===== config.mk =====
export PLATFORM = sky130hd
export DESIGN_NAME = escape_run_length_prefixed_deframer_flat
export DESIGN_NICKNAME = d
export VERILOG_FILES = /design/src/hdl/erlpd_pkg.sv /design/src/hdl/erlpd_ifs.sv /design/src/hdl/erlpd_in_reg.sv /design/src/hdl/erlpd_parser.sv /design/src/hdl/erlpd_out_reg.sv /design/src/hdl/escape_run_length_prefixed_deframer.sv /design/src/flat_wrapper.sv
export SDC_FILE = /design/constraint.sdc
export NUM_CORES = 1
export LEC_CHECK = 0
export BUFFER_PORTS_ARGS = -buffer_cell sky130_fd_sc_hd__buf_4
export CAP_MARGIN = 20
export CORE_AREA = 2 2 149 108
export DETAILED_ROUTE_END_ITERATION = 10
export DIE_AREA = 0 0 151 110
export GPL_TIMING_DRIVEN = 0
export PLACE_DENSITY = 0.5
export SETUP_SLACK_MARGIN = 0.15
export SYNTH_ARGS = -nofsm -noshare
export SYNTH_HDL_FRONTEND = slang
export SYNTH_HIERARCHICAL = 1
export SYNTH_SLANG_ARGS = --single-unit

===== constraint.sdc =====
create_clock -name clock -period 7.7 [get_ports clock]
set_input_delay 0 -clock clock [delete_from_list [all_inputs] [get_ports clock]]
set_output_delay 0 -clock clock [all_outputs]
set_load 0.02 [all_outputs]

===== src/hdl/erlpd_pkg.sv =====
// shared types and constants for the escape run-length prefixed deframer
// no dependencies; used by the interfaces and every module in hdl
package erlpd_pkg;

   localparam int unsigned ByteWidth     = 8;
   localparam int unsigned LengthWidth   = 32;
   localparam int unsigned HeaderBytes   = 4;
   localparam int unsigned HdrCountWidth = 2;
   localparam logic [HdrCountWidth-1:0] HdrLastIdx = HdrCountWidth'(HeaderBytes - 1);
   localparam logic [ByteWidth-1:0] EscapeReset = '0;

   typedef logic [ByteWidth-1:0]     byte_type;
   typedef logic [LengthWidth-1:0]   length_type;
   typedef logic [HdrCountWidth-1:0] hdr_count_type;

   typedef enum logic [1:0] {
      PH_HUNT    = 2'd0,
      PH_HEADER  = 2'd1,
      PH_PAYLOAD = 2'd2
   } phase_type;

   // one decoded result word
   typedef struct packed {
      byte_type out_byte;
      logic     byte_valid;
      logic     frame_end;
      logic     marker_error;
   } rsp_word_type;

   // parser outcome for the word held in the input register
   typedef struct packed {
      logic         has_result;
      rsp_word_type word;
   } parse_type;

endpackage


===== src/hdl/erlpd_ifs.sv =====
// valid/ready channel interfaces for the deframer request and response sides
// depends on erlpd_pkg
interface erlpd_req_if;
   logic                valid;
   logic                ready;
   erlpd_pkg::byte_type in_byte;

   modport source (output valid, output in_byte, input ready);
   modport sink   (input valid, input in_byte, output ready);
endinterface

interface erlpd_rsp_if;
   logic                valid;
   logic                ready;
   erlpd_pkg::byte_type out_byte;
   logic                byte_valid;
   logic                frame_end;
   logic                marker_error;

   modport source (output valid, output out_byte, output byte_valid, output frame_end,
                   output marker_error, input ready);
   modport sink   (input valid, input out_byte, input byte_valid, input frame_end,
                   input marker_error, output ready);
endinterface


===== src/hdl/erlpd_in_reg.sv =====
// input register of the deframer: captures one stream word per accept
// depends on erlpd_pkg and erlpd_req_if
module erlpd_in_reg (
   input  logic                 clock,
   input  logic                 reset,
   erlpd_req_if.sink            req,
   input  logic                 advance,
   output logic                 held_valid,
   output erlpd_pkg::byte_type  held_byte
);

   logic                valid_ff;
   logic                valid_in;
   erlpd_pkg::byte_type byte_ff;
   logic                take;

   assign req.ready = !valid_ff || advance;
   assign take      = req.valid && req.ready;
   assign valid_in  = take || (valid_ff && !advance);

   always_ff @(posedge clock) begin
      if (reset) begin
         valid_ff <= 1'b0;
      end else begin
         valid_ff <= valid_in;
      end
   end

   always_ff @(posedge clock) begin
      if (take) begin
         byte_ff <= req.in_byte;
      end
   end

   assign held_valid = valid_ff;
   assign held_byte  = byte_ff;

endmodule


===== src/hdl/erlpd_parser.sv =====
// frame parser: hunt, length header and payload unstuffing state
// depends on erlpd_pkg
module erlpd_parser (
   input  logic                 clock,
   input  logic                 reset,
   input  erlpd_pkg::byte_type  escape_byte,
   input  erlpd_pkg::byte_type  cur_byte,
   input  logic                 advance,
   output erlpd_pkg::parse_type parse
);

   erlpd_pkg::phase_type     phase_ff,  phase_in;
   erlpd_pkg::hdr_count_type hdr_ff,    hdr_in;
   erlpd_pkg::length_type    remain_ff, remain_in;
   logic                     run_ff,    run_in;
   logic                     any_ff,    any_in;

   erlpd_pkg::length_type    remain_dec;
   erlpd_pkg::length_type    remain_hdr;
   logic                     is_escape;
   logic                     last_byte;
   logic                     drop;

   assign remain_dec = remain_ff - erlpd_pkg::LengthWidth'(1);
   assign remain_hdr = {remain_ff[erlpd_pkg::LengthWidth-erlpd_pkg::ByteWidth-1:0], cur_byte};
   assign is_escape  = (cur_byte == escape_byte);
   assign last_byte  = (remain_dec == '0);
   // first escape of a run is the stuffing byte
   assign drop       = is_escape && !run_ff;

   // next state
   always_comb begin
      phase_in  = phase_ff;
      hdr_in    = hdr_ff;
      remain_in = remain_ff;
      run_in    = run_ff;
      any_in    = any_ff;
      case (phase_ff)
         erlpd_pkg::PH_HEADER: begin
            remain_in = remain_hdr;
            if (hdr_ff == erlpd_pkg::HdrLastIdx) begin
               hdr_in   = '0;
               phase_in = (remain_hdr == '0) ? erlpd_pkg::PH_HUNT : erlpd_pkg::PH_PAYLOAD;
            end else begin
               hdr_in = hdr_ff + erlpd_pkg::HdrCountWidth'(1);
            end
         end
         erlpd_pkg::PH_PAYLOAD: begin
            remain_in = remain_dec;
            run_in    = is_escape;
            if (last_byte) begin
               phase_in = erlpd_pkg::PH_HUNT;
            end
            if (!drop) begin
               any_in = 1'b1;
            end
         end
         default: begin
            if (is_escape) begin
               phase_in  = erlpd_pkg::PH_HEADER;
               hdr_in    = '0;
               remain_in = '0;
               run_in    = 1'b0;
               any_in    = 1'b0;
            end else begin
               phase_in = erlpd_pkg::PH_HUNT;
            end
         end
      endcase
   end

   // outputs
   always_comb begin
      parse = '0;
      case (phase_ff)
         erlpd_pkg::PH_HEADER: begin
            parse.has_result = 1'b0;
         end
         erlpd_pkg::PH_PAYLOAD: begin
            if (!drop) begin
               parse.has_result      = 1'b1;
               parse.word.out_byte   = cur_byte;
               parse.word.byte_valid = 1'b1;
               parse.word.frame_end  = last_byte;
            end else if (last_byte && any_ff) begin
               parse.has_result     = 1'b1;
               parse.word.frame_end = 1'b1;
            end
         end
         default: begin
            if (!is_escape) begin
               parse.has_result        = 1'b1;
               parse.word.marker_error = 1'b1;
            end
         end
      endcase
   end

   always_ff @(posedge clock) begin
      if (reset) begin
         phase_ff  <= erlpd_pkg::PH_HUNT;
         hdr_ff    <= '0;
         remain_ff <= '0;
         run_ff    <= 1'b0;
         any_ff    <= 1'b0;
      end else if (advance) begin
         phase_ff  <= phase_in;
         hdr_ff    <= hdr_in;
         remain_ff <= remain_in;
         run_ff    <= run_in;
         any_ff    <= any_in;
      end
   end

endmodule


===== src/hdl/erlpd_out_reg.sv =====
// result register of the deframer: holds one word until the sink takes it
// depends on erlpd_pkg and erlpd_rsp_if
module erlpd_out_reg (
   input  logic                    clock,
   input  logic                    reset,
   input  logic                    load,
   input  erlpd_pkg::rsp_word_type word,
   erlpd_rsp_if.source             rsp
);

   logic                    valid_ff;
   logic                    valid_in;
   erlpd_pkg::rsp_word_type word_ff;

   assign valid_in = load || (valid_ff && !rsp.ready);

   always_ff @(posedge clock) begin
      if (reset) begin
         valid_ff <= 1'b0;
      end else begin
         valid_ff <= valid_in;
      end
   end

   always_ff @(posedge clock) begin
      if (load) begin
         word_ff <= word;
      end
   end

   assign rsp.valid        = valid_ff;
   assign rsp.out_byte     = word_ff.out_byte;
   assign rsp.byte_valid   = word_ff.byte_valid;
   assign rsp.frame_end    = word_ff.frame_end;
   assign rsp.marker_error = word_ff.marker_error;

endmodule


===== src/hdl/escape_run_length_prefixed_deframer.sv =====
// deframer for escape-stuffed, length-prefixed frames: one stream word in, at most one out
// a stream word is registered in the input register, its result word in the result register
// throughput: one word per cycle without stalls; the input register frees whenever the
// result register drains or the word gives no result, so rsp_chan.ready gates req_chan.ready
// reset: synchronous, active high; clears both stage valids, parser state and escape value
// depends on erlpd_pkg, erlpd_ifs, erlpd_in_reg, erlpd_parser and erlpd_out_reg
module escape_run_length_prefixed_deframer (
   input  logic                clock,
   input  logic                reset,
   erlpd_req_if.sink           req_chan,
   erlpd_rsp_if.source         rsp_chan,
   input  logic                csr_wr_en,
   input  erlpd_pkg::byte_type csr_wr_data
);

   // escape / marker value register
   erlpd_pkg::byte_type escape_ff;

   // word sitting in the input register
   logic                 held_valid;
   erlpd_pkg::byte_type  held_byte;

   // parser outcome for that word
   erlpd_pkg::parse_type parse;

   // word leaves the input register this cycle and parser state steps
   logic advance;

   always_ff @(posedge clock) begin
      if (reset) begin
         escape_ff <= erlpd_pkg::EscapeReset;
      end else if (csr_wr_en) begin
         escape_ff <= csr_wr_data;
      end
   end

   // a word with no result always moves on; one with a result needs room downstream
   assign advance = held_valid &&
                    (!parse.has_result || !rsp_chan.valid || rsp_chan.ready);

   erlpd_in_reg u_in_reg (
      .clock      (clock),
      .reset      (reset),
      .req        (req_chan),
      .advance    (advance),
      .held_valid (held_valid),
      .held_byte  (held_byte)
   );

   erlpd_parser u_parser (
      .clock       (clock),
      .reset       (reset),
      .escape_byte (escape_ff),
      .cur_byte    (held_byte),
      .advance     (advance),
      .parse       (parse)
   );

   erlpd_out_reg u_out_reg (
      .clock (clock),
      .reset (reset),
      .load  (advance && parse.has_result),
      .word  (parse.word),
      .rsp   (rsp_chan)
   );

`ifndef SYNTHESIS
   // a marker error word carries nothing else
   a_error_alone: assert property (@(posedge clock) disable iff (reset)
      rsp_chan.valid && rsp_chan.marker_error |->
         !rsp_chan.byte_valid && !rsp_chan.frame_end && (rsp_chan.out_byte == '0))
      else $error("marker error word carries payload flags");

   // a word without payload is either a marker error or a bare frame end
   a_bare_end: assert property (@(posedge clock) disable iff (reset)
      rsp_chan.valid && !rsp_chan.byte_valid |->
         (rsp_chan.marker_error || rsp_chan.frame_end) && (rsp_chan.out_byte == '0))
      else $error("empty result word is neither error nor frame end");

   // a held word that cannot move blocks new words
   a_hold_blocks: assert property (@(posedge clock) disable iff (reset)
      held_valid && !advance |-> !req_chan.ready)
      else $error("input register overwritten while stalled");

   // nothing is offered on the first edge after reset is released
   a_reset_empty: assert property (@(posedge clock)
      !reset && $past(reset) |-> !rsp_chan.valid)
      else $error("result offered right after reset");
`endif

endmodule


===== src/flat_wrapper.sv =====
// flat-port wrapper written by rule: the top's interface ports become plain ports
module escape_run_length_prefixed_deframer_flat 
  (clock, reset, csr_wr_en, csr_wr_data, req_chan_valid, req_chan_in_byte, req_chan_ready, rsp_chan_valid, rsp_chan_out_byte, rsp_chan_byte_valid, rsp_chan_frame_end, rsp_chan_marker_error, rsp_chan_ready);
  erlpd_req_if req_chan_i ();
  erlpd_rsp_if rsp_chan_i ();
  input  logic clock;
  input  logic reset;
  input  logic csr_wr_en;
  input  erlpd_pkg::byte_type csr_wr_data;
  input wire logic [$bits(req_chan_i.valid)-1:0] req_chan_valid;
  input wire logic [$bits(req_chan_i.in_byte)-1:0] req_chan_in_byte;
  output wire logic [$bits(req_chan_i.ready)-1:0] req_chan_ready;
  output wire logic [$bits(rsp_chan_i.valid)-1:0] rsp_chan_valid;
  output wire logic [$bits(rsp_chan_i.out_byte)-1:0] rsp_chan_out_byte;
  output wire logic [$bits(rsp_chan_i.byte_valid)-1:0] rsp_chan_byte_valid;
  output wire logic [$bits(rsp_chan_i.frame_end)-1:0] rsp_chan_frame_end;
  output wire logic [$bits(rsp_chan_i.marker_error)-1:0] rsp_chan_marker_error;
  input wire logic [$bits(rsp_chan_i.ready)-1:0] rsp_chan_ready;
  assign req_chan_i.valid = req_chan_valid;
  assign req_chan_i.in_byte = req_chan_in_byte;
  assign req_chan_ready = req_chan_i.ready;
  assign rsp_chan_valid = rsp_chan_i.valid;
  assign rsp_chan_out_byte = rsp_chan_i.out_byte;
  assign rsp_chan_byte_valid = rsp_chan_i.byte_valid;
  assign rsp_chan_frame_end = rsp_chan_i.frame_end;
  assign rsp_chan_marker_error = rsp_chan_i.marker_error;
  assign rsp_chan_i.ready = rsp_chan_ready;
  escape_run_length_prefixed_deframer u_core (.clock(clock), .reset(reset), .req_chan(req_chan_i), .rsp_chan(rsp_chan_i), .csr_wr_en(csr_wr_en), .csr_wr_data(csr_wr_data));
endmodule

### Word-level counts from Yosys, hierarchy flattened

Index checks and enable logic that the tools add are counted.

| storage, ports and cells | value |
|---|---|
| register bits after elaboration | 67 |
| logic and storage cells | 74 |

| cells by class | value |
|---|---|
| add/sub/neg operators | 2 |
| equality and inequality tests | 7 |
| mux-type cells | 20 |
| bitwise logic cells | 2 |
| reduce and logical (&&, ||, !) cells | 30 |

Operators by type and width:

| operator | number |
|---|---|
| $logic_not A32 Y1 | 2 |
| $pmux W32 S2 | 1 |
| $mux W32 | 1 |
| $sub A32 B1 Y32 const B | 1 |
| $mux W2 | 5 |
| $reduce_and A3 Y1 | 3 |
| $eq A8 B8 Y1 | 1 |
| $mux W1 | 8 |
| $pmux W2 S2 | 2 |
| $logic_and A1 B1 Y1 | 7 |
| $logic_not A1 Y1 | 6 |
| $ne A2 B2 Y1 const B | 3 |
| $pmux W1 S2 | 3 |
| $logic_or A1 B1 Y1 | 5 |
| $eq A2 B2 Y1 const B | 2 |
| $reduce_and A4 Y1 | 1 |
| $reduce_bool A2 Y1 | 2 |
| $reduce_or A2 Y1 | 2 |
| $reduce_bool A3 Y1 | 1 |
| $add A2 B1 Y2 const B | 1 |
| $eq A2 B1 Y1 const B | 1 |
| $not A1 Y1 | 2 |
| $reduce_and A2 Y1 | 1 |

### Logic depth before layout (Yosys ltp)

| logic depth | value |
|---|---|
| word-level depth | 13 |
| gate-level depth with buffers | 20 |

### Hierarchy

The synthesis kept the hierarchy.

By module, submodules not included:

| module | times used | cells each | area each (um2) |
|---|---|---|---|
| erlpd_parser | 1 | 391 | 2,907.8 |
| erlpd_out_reg | 1 | 15 | 369.1 |
| escape_run_length_prefixed_deframer | 1 | 30 | 306.5 |
| erlpd_in_reg | 1 | 13 | 295.3 |

### Least setup slack after synthesis

Ideal clock, no wire load.

| timing | value |
|---|---|
| path kind | reg-to-reg |
| start | register u_core.u_parser.remain_ff[0] |
| end | register u_core.u_parser.remain_ff[16] |
| setup time | 65 ps |
| data arrival time | 3,871 ps |
| path slack | 3,764 ps |
| stages on the path, launching flop included | 18 |
| buffers on the path | 1 |
| period minus slack after synthesis | 3,936 ps |
| cells stage by stage | dfxtp_1 buf_6 inv_1 ha_1 nor3b_4 nand4_2 or4_1 nand4_1 nor4_4 a41oi_1 o21ai_1 o21a_1 a21boi_0 nor3b_1 a21oi_1 a21oi_1 a21oi_1 nor2_1 |

RTL lines:

| item | RTL line | text |
|---|---|---|
| from (decl) | erlpd_parser.sv:14 | `erlpd_pkg::length_type remain_ff, remain_in;` |
| from (signal assigned) | erlpd_parser.sv:109 | `remain_ff <= remain_in;` |

==> run_results.csv <==
group,metric,value,unit
sta,period_share,67.8,%
critical_path,cp.required,7.90,ns
grt,grt.overflow.total,0,
placed_design,post-dp-hpwl,8970,µm
synth,synth_area_leaders,"dfxtp_1, edfxtp_1, nor2_1",
sta,setup_viol,0,
critical_path,cpMostUsedCell,"clkbuf_1",
critical_path,endpoint_kind,"flop",
routing,antenna_left,0,
sta,worst_pin_slew,1.02,ns
clock_tree,htree_levels,3,
sta,rsz0062_at_grt,"no",
synth,syn_nets,476,
clock_tree,cts_root_buffer,"clkbuf_16",
critical_path,critical_path.max_stage_delay,0.58,ns
clock_tree,clk_latency,0.33,ns
synth,yosys_warnings,6,
synth,netlist_area,3880,µm²
clock_tree,cts_tree,"done",
synth,postSynthCellCount,449,
clock_tree,cts_buffer_depth,2,
routing,drtPass1Iterations,5,
die,core_area,15100,µm²
die,io_pins,34,
sta,fmax,192,MHz
grt,grt_pass1_vias,3518,
routing,drcViolationCount,0,
sta,slew_violations,0,
final_layout,diodes,0,
grt,grt_pass1_wl,19800,µm
pwr,power_density,176,nW/µm²
synth,synthArstFlopShare,0,%
clock_tree,cts_resized,0,
critical_path,slowest_stage,"clkbuf_1",
routing,wl,12700,µm
routing,detail_route.wl_per_cell,17.4,µm
synth,synth_top_cell_area_share,24.8,%
synth,synth-edff-count,19,
synth,ys_types,60,
synth,synth.most_common_cell,"nor2_1",
sta,clock_skew,0.00759,ns
critical_path,crit_path_max_fanout,10,
synth,ys.flop_type,"dfxtp_1",
grt,grt_max_degree,13,
routing,drt_iter0_drc,345,
critical_path,critPathLaunchType,"flop",
routing,routed_via_density,5.19,
clock_tree,cts.sinks,67,
sta,fin_tns_setup,0,ns
worst_hold_path,min_path_type,"in2reg",
final_layout,final_layout_size_suffix_gt1_share,15.4,%
synth,ys_seq_area_share,39.5,%
synth,avgSynthCellArea,8.64,µm²
sta,period_needed,5.22,ns
sta,hold_ws,0.0835,ns
clock_tree,cts_buffers,9,
placed_design,io_buffers,32,
critical_path,worstPathArrival,5.42,ns
routing,vias,3776,
grt,antenna_found_initial,0,
sta,relSlewSlack,31.7,%
clock_tree,clkTransAtPathRegs,0.06,ns
synth,synth_seq_cells,67,
pwr,peakVddDrop,0.0841,mV
die,core.rowCount,38,
run_status,status,"completed",
die,die_width,151,µm
synth,synth_common_cells,"nor2_1, dfxtp_1, a21oi_1",
final_layout,fin_nets,549,
job,drv_cap,0,
die,initial_core_util,25.7,%
pwr,p_leak,1.90,nW
sta,hold_viol_final,0,
die,die_area,16600,µm²
final_layout,syn2layout_area_growth,28.4,%
grt,grt.total_usage,16.0,%
die,die_h,110,µm
synth,synth_largest_area_cell,"dfxtp_1",
placed_design,gp_congestion,0.910,
critical_path,crit_path_cell_trace,"inv_1 > ha_1 > nor3b_4 > nand3_1 > a211oi_2 > nand4b_1 > nor4_4 > a41oi_1 > o21ai_1 > o21a_1 > a21boi_0 > nand3b_1 > clkbuf_1 > clkbuf_1 > a21oi_1 > a221oi_1 > nor2_1",
critical_path,crit_type,"reg2reg",
final_layout,fillers,1570,
metrics by stage:
| step | worst slack [ns] | cell area, µm² | cells | power [mW] | util [%] |
|---|---|---|---|---|---|
| final | 2.48 | 4980 | 727 | 0.877 | 32.9 |
| after floorplan | 3.76 | 3880 | 449 | 0.409 | - |
| after global routing | 2.22 | 4980 | 727 | 0.906 | 32.9 |
| after global placement | 1.96 | 4370 | 681 | 0.432 | 28.9 |
| after CTS | 2.34 | 4970 | 725 | 0.884 | 32.9 |
| after detailed placement | 2.39 | 4380 | 682 | 0.432 | 29.0 |
layer usage:
layer | part of all wire (%) | track usage, % | up-vias | wire length (µm)
li1 | - | - | 1802 | -
met1 | 49 | 24.4 | 1806 | 6230
met2 | 41 | 22.5 | 153 | 5230
met3 | 7.9 | 3.33 | 15 | 998
met4 | 1.6 | 4.47 | 0 | 201
met5 | 0 | 0 | - | 0
layout make-up:
| cell class | count | area (µm²) | area share (%) |
|---|---|---|---|
| Multi-Input combinational cell | 340 | 2150 | 43.1 |
| Sequential cell | 67 | 1530 | 30.7 |
| Timing Repair Buffer | 62 | 528 | 10.6 |
| Tap cell | 200 | 250 | 5.02 |
| Clock buffer | 10 | 229 | 4.60 |
| Buffer | 33 | 170 | 3.42 |
| Clock inverter | 6 | 90.1 | 1.81 |
| Inverter | 9 | 33.8 | 0.678 |
registers in the layout, indices dropped and copies added, names as in the netlist:
register                           flops
u_core/u_out_reg/rsp.valid             1
u_core/u_in_reg/held_valid             1
u_core/u_parser/any_ff                 1
u_core/u_out_reg/rsp.frame_end         1
u_core/u_out_reg/rsp.out_byte          8
u_core/escape_ff                       8
u_core/u_parser/hdr_ff                 2
u_core/u_out_reg/rsp.byte_valid        1
u_core/u_parser/remain_ff             32
u_core/u_parser/run_ff                 1
u_core/u_out_reg/rsp.marker_error      1
u_core/u_parser/phase_ff               2
u_core/u_in_reg/held_byte              8
what timing repair did:
action                    4_1_cts  5_1_grt
hold buffers                   27        0
buffers inserted                0        0
hold endpoints to repair       18        0
cells by family (layout without fill, tap and decap cells):
group                      after synthesis  after routing  synth area share, %
and+or+nand+nor                        191            191                 26.9
AOI/OAI and AO/OA                      111            111                 18.9
DFF                                     67             67                 39.5
buffers and inverters                   42            120                 5.26
xor gates and xnor gates                22             22                 4.97
muxes                                   10             10                 2.58
adders and majority gates                6              6                 1.94
report_power, final:
group | internal (mW) | leakage, nW | switching (mW)
clock network | 0.284 | 0.153 | 0.155
registers | 0.372 | 0.570 | 0.00773
logic | 0.0315 | 1.17 | 0.0271
critical path, delay by kind of cell, from the launching register on:
| family | cells | cell delay, ns |
|---|---|---|
| simple gates | 6 | 1.72 |
| buf+inv | 3 | 1.25 |
| fa+ha+maj | 1 | 0.28 |
| compound gates | 7 | 1.45 |
| flops | 1 | 0.39 |
placed cells by master, fill, tap and decap left out, types with 5 or more instances in the layout:
| cell | n |
|---|---|
| and3_1 | 9 |
| buf_4 | 34 |
| a222oi_1 | 7 |
| edfxtp_1 | 19 |
| nand4_1 | 6 |
| nor2b_1 | 6 |
| or3_1 | 5 |
| mux2i_1 | 10 |
| nor4_1 | 10 |
| xor2_1 | 8 |
| o21ai_0 | 24 |
| o31ai_1 | 6 |
| dlygate4sd3_1 | 27 |
| inv_1 | 9 |
| nand2b_1 | 5 |
| clkbuf_1 | 23 |
| nand2_1 | 25 |
| dfxtp_1 | 48 |
| a21oi_1 | 35 |
| a22oi_1 | 9 |
| nand3_1 | 12 |
| buf_6 | 5 |
| nor2_1 | 66 |
| xnor2_1 | 14 |
| nor3_1 | 17 |
| buf_2 | 5 |
| clkbuf_16 | 9 |
| ha_1 | 6 |
| a221oi_1 | 6 |
path summary, 6_finish.rpt:
path,from,to,slack (ns),cells past startpoint
max,u_core/u_parser/remain_ff[1]$_SDFFE_PP0P_,u_core/u_parser/remain_ff[30]$_SDFFE_PP0P_,2.48,17
min,req_chan_valid,u_core/u_in_reg/held_byte[1]$_DFFE_PP_,0.08,2
max reg2reg,u_core/u_parser/remain_ff[1]$_SDFFE_PP0P_,u_core/u_parser/remain_ff[30]$_SDFFE_PP0P_,2.48,17
min reg2reg,u_core/u_parser/remain_ff[27]$_SDFFE_PP0P_,u_core/u_parser/remain_ff[27]$_SDFFE_PP0P_,0.47,2
Note: power is estimated with default switching activity, not from simulation.
